[src/sv/mi44_pkg.sv]
package mi44_pkg;

  localparam int unsigned ELEM_W        = 32;
  localparam int unsigned IDX_W         = 4;
  localparam int unsigned FRAC_BITS_DEF = 16;
  // a 3x3 minor of 32-bit elements stays below 6 * 2^93
  localparam int unsigned ADJ_W         = 98;
  // the determinant stays below 24 * 2^124
  localparam int unsigned ACC_W         = 132;
  localparam int unsigned LIMB_W        = 32;
  localparam int unsigned WIDE_W        = 4 * LIMB_W;
  localparam int unsigned QDEPTH        = 4;
  localparam int unsigned QPTR_W        = $clog2(QDEPTH);

  typedef struct packed {
    logic [ELEM_W-1:0] value;
    logic [IDX_W-1:0]  idx;
    logic              last;
  } elem_t;

  typedef struct packed {
    logic [IDX_W-1:0] a;
    logic [IDX_W-1:0] b;
    logic [IDX_W-1:0] c;
    logic             neg;
  } term_t;

  function automatic logic [1:0] skip_idx(input logic [1:0] i, input logic [1:0] d);
    return (i >= d) ? i + 2'd1 : i;
  endfunction

  // one of the six triple products of cofactor k: drops row k[1:0] and column k[3:2]
  function automatic term_t term_sel(input logic [IDX_W-1:0] k, input logic [2:0] t);
    logic [1:0] r;
    logic [1:0] c;
    logic [1:0] p0;
    logic [1:0] p1;
    logic [1:0] p2;
    logic       psgn;
    term_t      res;
    r = k[3:2];
    c = k[1:0];
    case (t)
      3'd0: begin p0 = 2'd0; p1 = 2'd1; p2 = 2'd2; psgn = 1'b0; end
      3'd1: begin p0 = 2'd1; p1 = 2'd2; p2 = 2'd0; psgn = 1'b0; end
      3'd2: begin p0 = 2'd2; p1 = 2'd0; p2 = 2'd1; psgn = 1'b0; end
      3'd3: begin p0 = 2'd0; p1 = 2'd2; p2 = 2'd1; psgn = 1'b1; end
      3'd4: begin p0 = 2'd1; p1 = 2'd0; p2 = 2'd2; psgn = 1'b1; end
      default: begin p0 = 2'd2; p1 = 2'd1; p2 = 2'd0; psgn = 1'b1; end
    endcase
    res.a   = {skip_idx(2'd0, c), skip_idx(p0, r)};
    res.b   = {skip_idx(2'd1, c), skip_idx(p1, r)};
    res.c   = {skip_idx(2'd2, c), skip_idx(p2, r)};
    res.neg = psgn ^ r[0] ^ c[0];
    return res;
  endfunction

endpackage

[src/sv/mi44_front.sv]
module mi44_front (
  input  logic                         clk_i,
  input  logic                         rst_ni,
  input  logic                         s_axis_tvalid,
  output logic                         s_axis_tready,
  input  logic [31:0]                  s_axis_tdata,   // [31:0] element_value
  input  logic                         q_ready_i,
  output logic                         q_push_o,
  output mi44_pkg::elem_t              q_data_o
);
  import mi44_pkg::*;

  logic [IDX_W-1:0] count_q;
  logic [IDX_W-1:0] count_d;

  assign s_axis_tready  = q_ready_i;
  assign q_push_o       = s_axis_tvalid && q_ready_i;
  assign q_data_o.value = s_axis_tdata;
  assign q_data_o.idx   = count_q;
  assign q_data_o.last  = (count_q == IDX_W'(15));
  assign count_d        = count_q + IDX_W'(1);

  always_ff @(posedge clk_i or negedge rst_ni) begin
    if (!rst_ni) begin
      count_q <= '0;
    end else if (q_push_o) begin
      count_q <= count_d;
    end
  end

endmodule

[config.mk]
export PLATFORM = sky130hd
export DESIGN_NAME = mi44_front
export DESIGN_NICKNAME = d
export VERILOG_FILES = /design/src/sv/mi44_pkg.sv /design/src/sv/mi44_front.sv
export SDC_FILE = /design/constraint.sdc
export NUM_CORES = 1
export LEC_CHECK = 0
export BUFFER_PORTS_ARGS = -buffer_cell sky130_fd_sc_hd__buf_2
export CORE_MARGIN = 8
export CORE_UTILIZATION = 24
export CTS_CLUSTER_DIAMETER = 30
export CTS_CLUSTER_SIZE = 30
export DETAILED_ROUTE_END_ITERATION = 10
export PLACE_DENSITY = 0.75
export SYNTH_ARGS = -nofsm -noshare
export SYNTH_HDL_FRONTEND = slang
export SYNTH_SLANG_ARGS = --single-unit
[constraint.sdc]
create_clock -name clk_i -period 1 [get_ports clk_i]
set_input_delay 0.15 -clock clk_i [delete_from_list [all_inputs] [get_ports clk_i]]
set_output_delay 0.15 -clock clk_i [all_outputs]
set_load 0.01 [all_outputs]
-- Word-level counts from Yosys, hierarchy flattened
Index checks and enable logic that the tools add are counted.
- $add $sub $neg: 1
- eq/ne operators: 1
- reductions and logical operators: 1
- operators by type and width (kind ; count):
    adder 4 x 1 -> 4 bit, second input constant ; 1
    equality test 4 bit, second input constant ; 1
    logical AND 1 bit ; 1
- register bits: 4
- input bits: 36
- output and inout port bits: 39

-- Longest topological paths before layout
- depth after elaboration: 1
- gate-level depth with buffers: 4
- gate-level depth less buffers: 3

-- Worst setup path after synthesis
OpenSTA, ideal clock, no wires.
- path kind: register to register
- from: register count_q[0]
- to: register count_q[1]
- setup time: 0.125 ns
- arrival: 0.966 ns
- data required time: 0.875 ns
- path slack: -0.091 ns
- stages on the path, launching flop included: 3
- period minus slack after synthesis: 1.091 ns
- path through: dfrtp_1 ha_1 mux2_4
- longest elaborated chain between the ends: 1
- ends and longest elaborated chain (element ; RTL line ; text):
    from (decl) ; mi44_front.sv:13 ; logic [IDX_W-1:0] count_q;
    from (signal assigned) ; mi44_front.sv:27 ; count_q <= count_d;
    adder 4 x 1 -> 4 bit ; mi44_front.sv:21 ; assign count_d = count_q + IDX_W'(1);
    named net count_d[1] ; mi44_front.sv:14 ; logic [IDX_W-1:0] count_d;
The timed path passes the listed nets, and every way through them passes these cells.
A chain may end at the register's enable or synchronous reset.

==> results.py <==
metrics = {
    "pwr": {
        "power.internal_w": 0.000666,
        "power_leakage_nw": 0.159,
        "powerDensity_mw_per_mm2": 3040,
        "power_frac_seq": 0.321,
        "p_clk_frac": 0.197,
        "switching_power_w": 0.000323,
        "ir_worst_vdd_mv": 0.828,
        "power_frac_comb": 0.482,
        "swShare": 0.327,
    },
    "worst_setup_path": {
        "path_max_fanout": 2,
        "r2r-end": "count_q[1]$_DFFE_PN0P_",
        "worstPathArrival_ns": 1.06,
        "worstPathRequired_ns": 0.85,
        "critPathSlowestCell": "dfrtp_1",
        "cp-start-kind": "flip-flop",
        "rrSetupSlack_ns": -0.01,
        "end_kind": "output port",
        "crit_type": "reg2out",
        "crit_path_cell_trace": "ha_2, and3_1, buf_2",
        "regToRegStartpoint": "count_q[0]$_DFFE_PN0P_",
        "slowest_delay_ns": 0.37,
        "critPathLaunch": "count_q[0]$_DFFE_PN0P_",
        "endpoint": "q_data_o[0]",
        "r2r_cells": 2,
    },
    "floorplanning": {
        "die_h_um": 58.6,
        "core_area_mm2": 0.00171,
        "die_area_mm2": 0.00343,
        "die_w_um": 58.6,
        "rows": 15,
        "pin_count": 75,
        "initial_core_util": 0.255,
    },
    "logic_synthesis": {
        "syn_area_um2": 435,
        "synth_fp_nets": 84,
        "synth_compound_area_frac": 0,
        "ys_types": 11,
        "synthAdderAreaFrac": 0.0287,
        "synthMuxAreaShare": 0.0345,
        "ys_seq_area_frac": 0.230,
        "yosys_warnings": 0,
        "yosys.area_share.simple": 0.0517,
        "syn_area_per_cell_um2": 9.26,
        "synth-xor-area-share": 0.0603,
        "synth_top_family_by_area": "buffers and inverters",
        "synth-seq-cells": 4,
        "syn_inst": 47,
    },
    "final_layout": {
        "multi_input_area_um2": 78.8,
        "regArea_um2": 100,
        "fillers": 194,
        "largest_register_ffs": 4,
        "final_layout_size_suffix_gt1_frac": 0.600,
        "mostFrequentLayoutCells": "buf_2 (9), dfrtp_1 (4), clkbuf_4 (3)",
        "top_regs": "count_q x4",
        "area_growth_pct": -25.3,
        "diodes": 0,
        "regMostFlops": "count_q",
        "postLayoutCellArea_um2": 325,
        "final_nets": 69,
        "final_common_cell": "buf_2",
    },
    "timing": {
        "hold_ws_ns": 0.262,
        "timing.fmax_mhz": 828,
        "post-route-period-util": 1.21,
        "drv_slew": 0,
        "worst_slack_ns": -0.207,
        "fin_skew_ns": 0.00143,
        "fin_crit_ns": 1.21,
        "setup_tns_ns": -0.367,
        "tightest_slew_ns": 0.213,
        "hold_viol_final": 0,
        "rsz0062_at_grt": "true",
        "slew_headroom": 0.858,
        "setup_viol": 4,
    },
    "routing": {
        "route.detailed.drc": 0,
        "wire_per_inst_um": 11.9,
        "dr.pass1.iters": 1,
        "viasPerCell": 3.62,
        "antenna_left": 0,
        "routed_wl_um": 655,
        "route.vias.total": 199,
        "dr.first_iter.drc_count": 0,
    },
    "place": {
        "pre_cts_slack_ns": -0.0293,
        "portBuffers": 10,
        "place_congestion": 0.569,
        "place_area_um2": 273,
    },
    "cts": {
        "clkSinkCount": 4,
        "cts_buffer_depth": 2,
        "cts_buffers": 3,
        "clkTransAtPathRegs_ns": 0.04,
        "clock-root-buffer": "clkbuf_4",
        "cts_tree": "built",
        "clk_latency_ns": 0.23,
        "cts_max_level": 1,
    },
    "outcome": {
        "violations": "setup timing",
        "outcome": "finished, violations left",
    },
    "grt": {
        "grt.total_usage": 0.0440,
        "grt_max_degree": 6,
        "grt_first_pass_wirelength_mm": 1.01,
        "overflow": 0,
        "antenna_found_initial": 0,
        "grt_pass1_vias": 206,
    },
    "flow_run": {
        "maxCapViolCount": 0,
    },
    "worst_hold_path": {
        "min-delay-path-class": "in2async",
    },
}
[cells in the mapped netlist (all sizes together)]
master	count	area [um^2]
xnor2	2	17.5
dfrtp	4	100
buf	34	259
and2	1	6.26
nand2	1	3.75
and3	1	6.26
mux2	1	15.0
ha	1	12.5
nand4	1	6.26
xor2	1	8.76
[critical path: cells and delay by family, from the launching register on]
family | cells | cell delay [ns]
DFF | 1 | 0.37
adders and majority gates | 1 | 0.19
and+or+nand+nor | 1 | 0.13
buffers and inverters | 1 | 0.13
[per-layer routing]
layer / global-route usage / part of all wire / vias up
met5: 0 / 0 / -
met2: 0.0378 / 0.33 / 30
met4: 0.0273 / 0.0061 / 0
li1: - / - / 79
met1: 0.0373 / 0.38 / 88
met3: 0.0804 / 0.28 / 2
[power groups by stage]
stage	clock, W	combinational [W]	sequential, W
floorplan	0	0.000282	0.000366
global placement	0	0.000397	0.000306
detailed placement	0	0.000403	0.000316
CTS	0.000210	0.000485	0.000316
global route	0.000218	0.000533	0.000328
finish	0.000195	0.000477	0.000317
[stage by stage]
| step | power [W] | instances | utilization |
|---|---|---|---|
| 3_5_place_dp | 0.000719 | 50 | 0.160 |
| 4_1_cts | 0.00101 | 55 | 0.190 |
| 3_3_place_gp | 0.000703 | 50 | 0.160 |
| 6_report | 0.000989 | 55 | 0.190 |
| 2_1_floorplan | 0.000648 | 47 | - |
| 5_1_grt | 0.00108 | 55 | 0.190 |
[how the worst min path moves through the flow]
stage,endpoint,cells past startpoint,startpoint,slack (ns)
3_5_place_dp,count_q[3]$_DFFE_PN0P_,1,rst_ni,-0.03
5_1_grt,count_q[0]$_DFFE_PN0P_,2,rst_ni,0.29
3_3_place_gp,count_q[3]$_DFFE_PN0P_,1,rst_ni,-0.04
4_1_cts,count_q[1]$_DFFE_PN0P_,2,rst_ni,0.25
2_1_floorplan,count_q[0]$_DFFE_PN0P_,0,rst_ni,-0.15
6_report,count_q[1]$_DFFE_PN0P_,2,rst_ni,0.26
[cell families (layout without fill, tap and decap cells)]
family	Yosys count	count (layout)
buffers and inverters	34	17
XOR/XNOR	3	3
flip-flops	4	4
AND/OR/NAND/NOR	4	4
adder cells (fa/ha/maj)	1	1
multiplexers	1	1
[repair_timing]
action,in CTS,in global routing
pin swaps,2,0
buffers inserted,1,0
hold buffers,1,0
resized for setup,3,0
endpoints found under the setup margin,4,4
endpoints found under the hold margin,4,0
[area by class of cell]
| cell class | count | area share |
|---|---|---|
| clock buffers | 3 | 0.0692 |
| multi-input cells | 9 | 0.242 |
| flip-flops and latches | 4 | 0.308 |
| well taps | 25 | 0.0962 |
| repair buffers | 14 | 0.285 |
No activity file was read; power rests on OpenSTA's default activity.
