==> src/sv/mi44_pkg.sv <==
package mi44_pkg;

  localparam int unsigned ELEM_W        = 32;
  localparam int unsigned IDX_W         = 4;
  localparam int unsigned FRAC_BITS_DEF = 16;
  // a 3x3 minor of 32-bit elements stays below 6 * 2^93
  localparam int unsigned ADJ_W         = 98;
  // the determinant stays below 24 * 2^124
  localparam int unsigned ACC_W         = 132;
  localparam int unsigned LIMB_W        = 32;
  localparam int unsigned WIDE_W        = 4 * LIMB_W;
  localparam int unsigned QDEPTH        = 4;
  localparam int unsigned QPTR_W        = $clog2(QDEPTH);

  typedef struct packed {
    logic [ELEM_W-1:0] value;
    logic [IDX_W-1:0]  idx;
    logic              last;
  } elem_t;

  typedef struct packed {
    logic [IDX_W-1:0] a;
    logic [IDX_W-1:0] b;
    logic [IDX_W-1:0] c;
    logic             neg;
  } term_t;

  function automatic logic [1:0] skip_idx(input logic [1:0] i, input logic [1:0] d);
    return (i >= d) ? i + 2'd1 : i;
  endfunction

  // one of the six triple products of cofactor k: drops row k[1:0] and column k[3:2]
  function automatic term_t term_sel(input logic [IDX_W-1:0] k, input logic [2:0] t);
    logic [1:0] r;
    logic [1:0] c;
    logic [1:0] p0;
    logic [1:0] p1;
    logic [1:0] p2;
    logic       psgn;
    term_t      res;
    r = k[3:2];
    c = k[1:0];
    case (t)
      3'd0: begin p0 = 2'd0; p1 = 2'd1; p2 = 2'd2; psgn = 1'b0; end
      3'd1: begin p0 = 2'd1; p1 = 2'd2; p2 = 2'd0; psgn = 1'b0; end
      3'd2: begin p0 = 2'd2; p1 = 2'd0; p2 = 2'd1; psgn = 1'b0; end
      3'd3: begin p0 = 2'd0; p1 = 2'd2; p2 = 2'd1; psgn = 1'b1; end
      3'd4: begin p0 = 2'd1; p1 = 2'd0; p2 = 2'd2; psgn = 1'b1; end
      default: begin p0 = 2'd2; p1 = 2'd1; p2 = 2'd0; psgn = 1'b1; end
    endcase
    res.a   = {skip_idx(2'd0, c), skip_idx(p0, r)};
    res.b   = {skip_idx(2'd1, c), skip_idx(p1, r)};
    res.c   = {skip_idx(2'd2, c), skip_idx(p2, r)};
    res.neg = psgn ^ r[0] ^ c[0];
    return res;
  endfunction

endpackage

==> src/sv/mi44_queue.sv <==
module mi44_queue (
  input  logic            clk_i,
  input  logic            rst_ni,
  input  logic            push_i,
  input  mi44_pkg::elem_t push_data_i,
  output logic            ready_o,
  input  logic            pop_i,
  output logic            valid_o,
  output mi44_pkg::elem_t pop_data_o
);
  import mi44_pkg::*;

  elem_t             slot_q [QDEPTH];
  logic [QPTR_W-1:0] wptr_q;
  logic [QPTR_W-1:0] rptr_q;
  logic [QPTR_W:0]   fill_q;
  logic              do_push;
  logic              do_pop;

  assign ready_o    = (fill_q != (QPTR_W+1)'(QDEPTH));
  assign valid_o    = (fill_q != '0);
  assign pop_data_o = slot_q[rptr_q];
  assign do_push    = push_i && ready_o;
  assign do_pop     = pop_i && valid_o;

  always_ff @(posedge clk_i) begin
    if (do_push) begin
      slot_q[wptr_q] <= push_data_i;
    end
  end

  always_ff @(posedge clk_i or negedge rst_ni) begin
    if (!rst_ni) begin
      wptr_q <= '0;
      rptr_q <= '0;
      fill_q <= '0;
    end else begin
      if (do_push) wptr_q <= wptr_q + QPTR_W'(1);
      if (do_pop)  rptr_q <= rptr_q + QPTR_W'(1);
      if (do_push && !do_pop)      fill_q <= fill_q + (QPTR_W+1)'(1);
      else if (do_pop && !do_push) fill_q <= fill_q - (QPTR_W+1)'(1);
    end
  end

  assert property (@(posedge clk_i) disable iff (!rst_ni)
    fill_q <= (QPTR_W+1)'(QDEPTH)) else $error("queue fill beyond depth");
  assert property (@(posedge clk_i) disable iff (!rst_ni)
    (wptr_q == rptr_q) |-> (fill_q == '0 || fill_q == (QPTR_W+1)'(QDEPTH)))
    else $error("queue pointers disagree with fill");
  assert property (@(posedge clk_i) disable iff (!rst_ni)
    (do_push && !do_pop) |=> fill_q == $past(fill_q) + (QPTR_W+1)'(1))
    else $error("queue fill not tracking push");

endmodule

==> config.mk <==
export PLATFORM = sky130hd
export DESIGN_NAME = mi44_queue
export DESIGN_NICKNAME = d
export VERILOG_FILES = /design/src/sv/mi44_pkg.sv /design/src/sv/mi44_queue.sv
export SDC_FILE = /design/constraint.sdc
export NUM_CORES = 1
export LEC_CHECK = 0
export BUFFER_PORTS_ARGS = -buffer_cell sky130_fd_sc_hd__buf_2
export CORE_MARGIN = 3
export CORE_UTILIZATION = 30
export DETAILED_ROUTE_END_ITERATION = 8
export PLACE_DENSITY = 0.43
export RECOVER_POWER = 25
export SYNTH_ARGS = -nofsm -noshare
export SYNTH_HDL_FRONTEND = slang
export SYNTH_SLANG_ARGS = --single-unit
export TNS_END_PERCENT = 10
==> constraint.sdc <==
create_clock -name clk_i -period 2.8 [get_ports clk_i]
set_clock_uncertainty 0.2 [all_clocks]
set_input_delay 0.14 -clock clk_i [delete_from_list [all_inputs] [get_ports clk_i]]
set_output_delay 0.14 -clock clk_i [all_outputs]
set_load 0.005 [all_outputs]
Word level (Yosys, flattened, before mapping):

Memories as Yosys holds them, arrays and structs flattened.
Cells that the tools add are included.

* bits in registers: 7
* bits in writable memories: 148
* output and inout bits: 39
* logic and storage cells: 21
* memories kept: 1

* add/subtract/negate cells: 4
* equality and inequality tests: 1
* mux-type cells: 4
* reduce and logical (&&, ||, !) cells: 8

Memories
* slot_q: depth 4, width 37, rd ports 1, clocked after memory_dff 0, wr ports 1, line mi44_queue.sv:13 `elem_t slot_q [QDEPTH];`

Operator list (number)
* 3-bit 2-to-1 mux: 2
* 2-bit by 1-bit adder with 2-bit output, second input constant: 2
* 1-bit logical AND: 4
* 3-bit by 1-bit adder with 3-bit output, second input constant: 1
* 3-bit != test, second input constant: 1
* 3-bit nonzero test: 1
* 3-bit by 1-bit subtractor with 3-bit output, second input constant: 1
* 1-bit logical NOT: 2
* 1-bit 2-to-1 mux: 2
* 2-bit nonzero test: 1

Depth between registers and ports, before layout:

* depth after elaboration: 6
* depth in mapped cells: 8

Worst setup path after synthesis:

OpenSTA, ideal clock, no wires.

* kind: register to register
* start: register fill_q[0]
* end: memory slot_q[0][0] (netlist name) (enable)
* library setup time: 0.398 ns
* arrival: 1.676 ns
* required time: 2.202 ns
* path slack: 0.526 ns
* cell stages (with the launch flop): 4
* cell sequence: dfrtp_1 > nor2_1 > a21boi_2 > and2_1

* cells in the longest elaborated chain, start to end: 4

Ends and longest elaborated chain
* from (decl): line mi44_queue.sv:16 `logic [QPTR_W:0] fill_q;`
* from (signal assigned): line mi44_queue.sv:40 `if (do_push && !do_pop) fill_q <= fill_q + (QPTR_W+1)'(1);`
* from (signal assigned): line mi44_queue.sv:41 `else if (do_pop && !do_push) fill_q <= fill_q - (QPTR_W+1)'(1);`
* 3-bit != test: line mi44_queue.sv:20 `assign ready_o = (fill_q != (QPTR_W+1)'(QDEPTH));`
* 1-bit logical AND: line mi44_queue.sv:23 `assign do_push = push_i && ready_o;`
* named net do_push: line mi44_queue.sv:17 `logic do_push;`
* 1-bit 2-to-1 mux: line mi44_queue.sv:27 `if (do_push) begin`
* 1-bit 2-to-1 mux (not written as such): line mi44_queue.sv:28 `slot_q[wptr_q] <= push_data_i;`
* to (decl): line mi44_queue.sv:13

The timed path passes the listed nets, and every way through them passes these cells.

==> metrics.csv <==
metric;value;unit
clkSinkCount;155;
wire_per_inst;18.5;um
die_outline_area;20800;um2
grtUsageTotal;11.7;%
post_synth_inst_count;228;
route.antenna.remaining_nets;0;
swShare;26.4;%
power.share.combinational;26.2;%
static-leakage-power;0.00256;uW
critical_path.top_delay_family;flip-flops;
fp.coreArea;18400;um2
synth.net_count;275;
setup.worst_path.class;register to output pin;
die_h;144;um
post-dp-hpwl;6.92;mm
grt_pass1_vias;2972;
io_pins;80;
placement.io_buffers;79;
final_layout_size_suffix_gt1_share;35.8;%
yosys_synthesis_warning_count;0;
netlist_top_cells_count;sky130_fd_sc_hd__edfxtp_1 (148), sky130_fd_sc_hd__mux4_2 (37), sky130_fd_sc_hd__dfrtp_1 (7), sky130_fd_sc_hd__ha_1 (5);
timing.final.max_slew_violations;0;
worstSetupEndpointType;output pin;
grt_pass1_wl;17.6;mm
cpPeakStageDelay;0.64;ns
route.vias.total;2719;
critPathBufInv;2;
run_status;finished clean;
dieWidth;144;um
cts_tree;built;
area_taken_by_multi_input_logic_gates;1060;um2
htree_levels;4;
initialDrtViolationCount;166;
max_freq;413;MHz
routabilityCongestion;0.646;
setup-tns-final;0;ns
cts_buffer_depth;2;
async_flop_share;4.52;%
design.final.nets;414;
netlist_top_cells_area;sky130_fd_sc_hd__edfxtp_1 (77%), sky130_fd_sc_hd__mux4_2 (15%), sky130_fd_sc_hd__dfrtp_1 (3.1%), sky130_fd_sc_hd__ha_1 (1.1%), sky130_fd_sc_hd__xnor2_1 (0.61%);
synthDominantCellAreaShare;77.4;%
slew_headroom;67.0;%
synthMostInstantiatedCell;sky130_fd_sc_hd__edfxtp_1;
fillCellCount;1658;
required_arrival_time_at_the_worst_endpoint;2.46;ns
clock_insertion_delay_worst_skew;0.41;ns
final_min_period_over_clock_period;86.4;%
setup_repair_after_global_routing_missed_its_margin;no;
min-delay-path-class;primary input to register;
grt_antenna_before_repair;0;
syn-cell-area;5740;um2
number_of_hold_violations_in_the_final_report;0;
crit_fanout;25;
final_util;40.9;%
sequential_area_share_after_synthesis;80.5;%
post-route-min-period;2.42;ns
timing.reg2reg.setup_slack;0.50;ns
wire_length_after_detailed_routing;11.3;mm
totalPowerFinal;7760;uW
worst_vdd_rail_ir_drop;0.473;mV
arrival;2.08;ns
syn_avg_cell_area;25.2;um2
worst_slew_pin_slew;0.495;ns
power_density;1030;nW/um2
globalRouteOverflowTotal;0;
first_pass_iters;5;
drc;0;
ys_types;19;
layout.cell_area.non_filler;7510;um2
holdWs;0.285;ns
seqPwrFrac;42.8;%
grt_max_degree;29;
initial_core_util;31.2;%
placed_area;6510;um2
share_clk_of_total_power;31.0;%
yosysTopAreaCell;sky130_fd_sc_hd__edfxtp_1;
synth-seq-cells;155;
final-seq-area;4620;um2
diodes;0;
drt-vias-per-instance;4.46;
clkSlewWorstSetupHoldPaths;0.06;ns
setup-violations-final;0;
drv.max_cap_violation_count;0;
core.rowCount;49;
crit_slowest_cell;sky130_fd_sc_hd__dfrtp_4;
syn_to_layout_area_delta;30.9;%
p_sw;2050;uW
tritoncts.num_buffers;17;
worstPathCellList;buf_12 -> mux4_2 -> buf_2;
clock-root-buffer;sky130_fd_sc_hd__clkbuf_16;
p_int;5710;uW
cts.repair_timing.setup_buffer_count;0;
yosys_most_used_dff;sky130_fd_sc_hd__edfxtp_1;
start_kind;register;
number_of_enable_type_register_cells_in_the_synthesized_netlist;148;
postCtsResizedCells;0;
-- registers in the layout (all words and copies together), names as in the netlist --
signal  count
slot_q    148
fill_q      3
wptr_q      2
rptr_q      2
-- path summary, 6_finish.rpt --
kind,startpoint,endpoint,depth (start not counted)
worst max register to register,fill_q[1],fill_q[2],8
worst min-delay path,push_data_i[26],slot_q[1][26],2
max in group asynchronous,rst_ni,rptr_q[0],3
min in group asynchronous,rst_ni,rptr_q[1],3
worst min register to register,fill_q[2],fill_q[2],1
worst max-delay path,rptr_q[0],pop_data_o[35],3
-- final cells by class --
| class | count | area share, % |
|---|---|---|
| clock buffers | 24 | 6.41 |
| clock inverters | 8 | 1.90 |
| inverters | 3 | 0.150 |
| multi-input cells | 62 | 14.1 |
| flip-flops and latches | 155 | 61.5 |
| well taps | 229 | 3.81 |
| repair buffers | 128 | 12.1 |
-- per-layer routing --
metal  vias up  track usage, %  share of wire, %
li1       1235               -                 -
met2        76            17.7                47
met3         8            4.13               5.5
met4         0            4.27               1.1
met1      1400            15.8                46
met5         -               0                 0
-- cell usage in the layout, fill, tap and decap left out --
cell type / instances
sky130_fd_sc_hd__dfrtp_1: 5
sky130_fd_sc_hd__a21boi_2: 1
sky130_fd_sc_hd__mux2_2: 2
sky130_fd_sc_hd__bufinv_16: 4
sky130_fd_sc_hd__clkbuf_1: 29
sky130_fd_sc_hd__nor2_1: 2
sky130_fd_sc_hd__nand3_1: 1
sky130_fd_sc_hd__clkbuf_8: 3
sky130_fd_sc_hd__fa_1: 1
sky130_fd_sc_hd__edfxtp_1: 148
sky130_fd_sc_hd__or3_1: 1
sky130_fd_sc_hd__nand2_1: 2
sky130_fd_sc_hd__dlygate4sd3_1: 41
sky130_fd_sc_hd__buf_12: 6
sky130_fd_sc_hd__dfrtp_2: 1
sky130_fd_sc_hd__clkbuf_16: 17
sky130_fd_sc_hd__xor2_1: 2
sky130_fd_sc_hd__xnor2_1: 4
sky130_fd_sc_hd__and2_2: 4
sky130_fd_sc_hd__ha_1: 5
sky130_fd_sc_hd__buf_2: 54
sky130_fd_sc_hd__clkinv_2: 3
sky130_fd_sc_hd__mux4_2: 37
sky130_fd_sc_hd__inv_1: 3
sky130_fd_sc_hd__buf_4: 2
sky130_fd_sc_hd__dfrtp_4: 1
sky130_fd_sc_hd__clkinvlp_4: 1
-- per-stage QoR --
stage | cells | setup slack, ns
2_1_floorplan | 228 | 0.526
3_3_place_gp | 536 | 0.558
3_5_place_dp | 536 | 0.514
4_1_cts | 609 | 0.306
5_1_grt | 609 | 0.248
6_report | 609 | 0.381
-- cells by family after synthesis --
kind of cell | after synthesis | synth area share, %
buf+inv | 11 | 1.18
simple gates | 10 | 0.894
flops | 155 | 80.5
mux | 39 | 14.9
xor+xnor | 6 | 0.915
fa+ha+maj | 6 | 1.44
compound gates | 1 | 0.196
-- timing repair --
action | CTS | global route
hold buffers | 41 | 0
setup endpoints to repair | 0 | 0
endpoints found under the hold margin | 158 | 0
-- power groups by stage --
stage                     combinational [uW]  clock, uW  sequential [uW]
after global routing                    2250       2580             3380
after floorplan                         1300          0             3220
final                                   2030       2410             3320
after global placement                  2070          0             3370
after detailed placement                2070          0             3390
after CTS                               2120       2460             3340
Power figures use the tool's default switching activity.
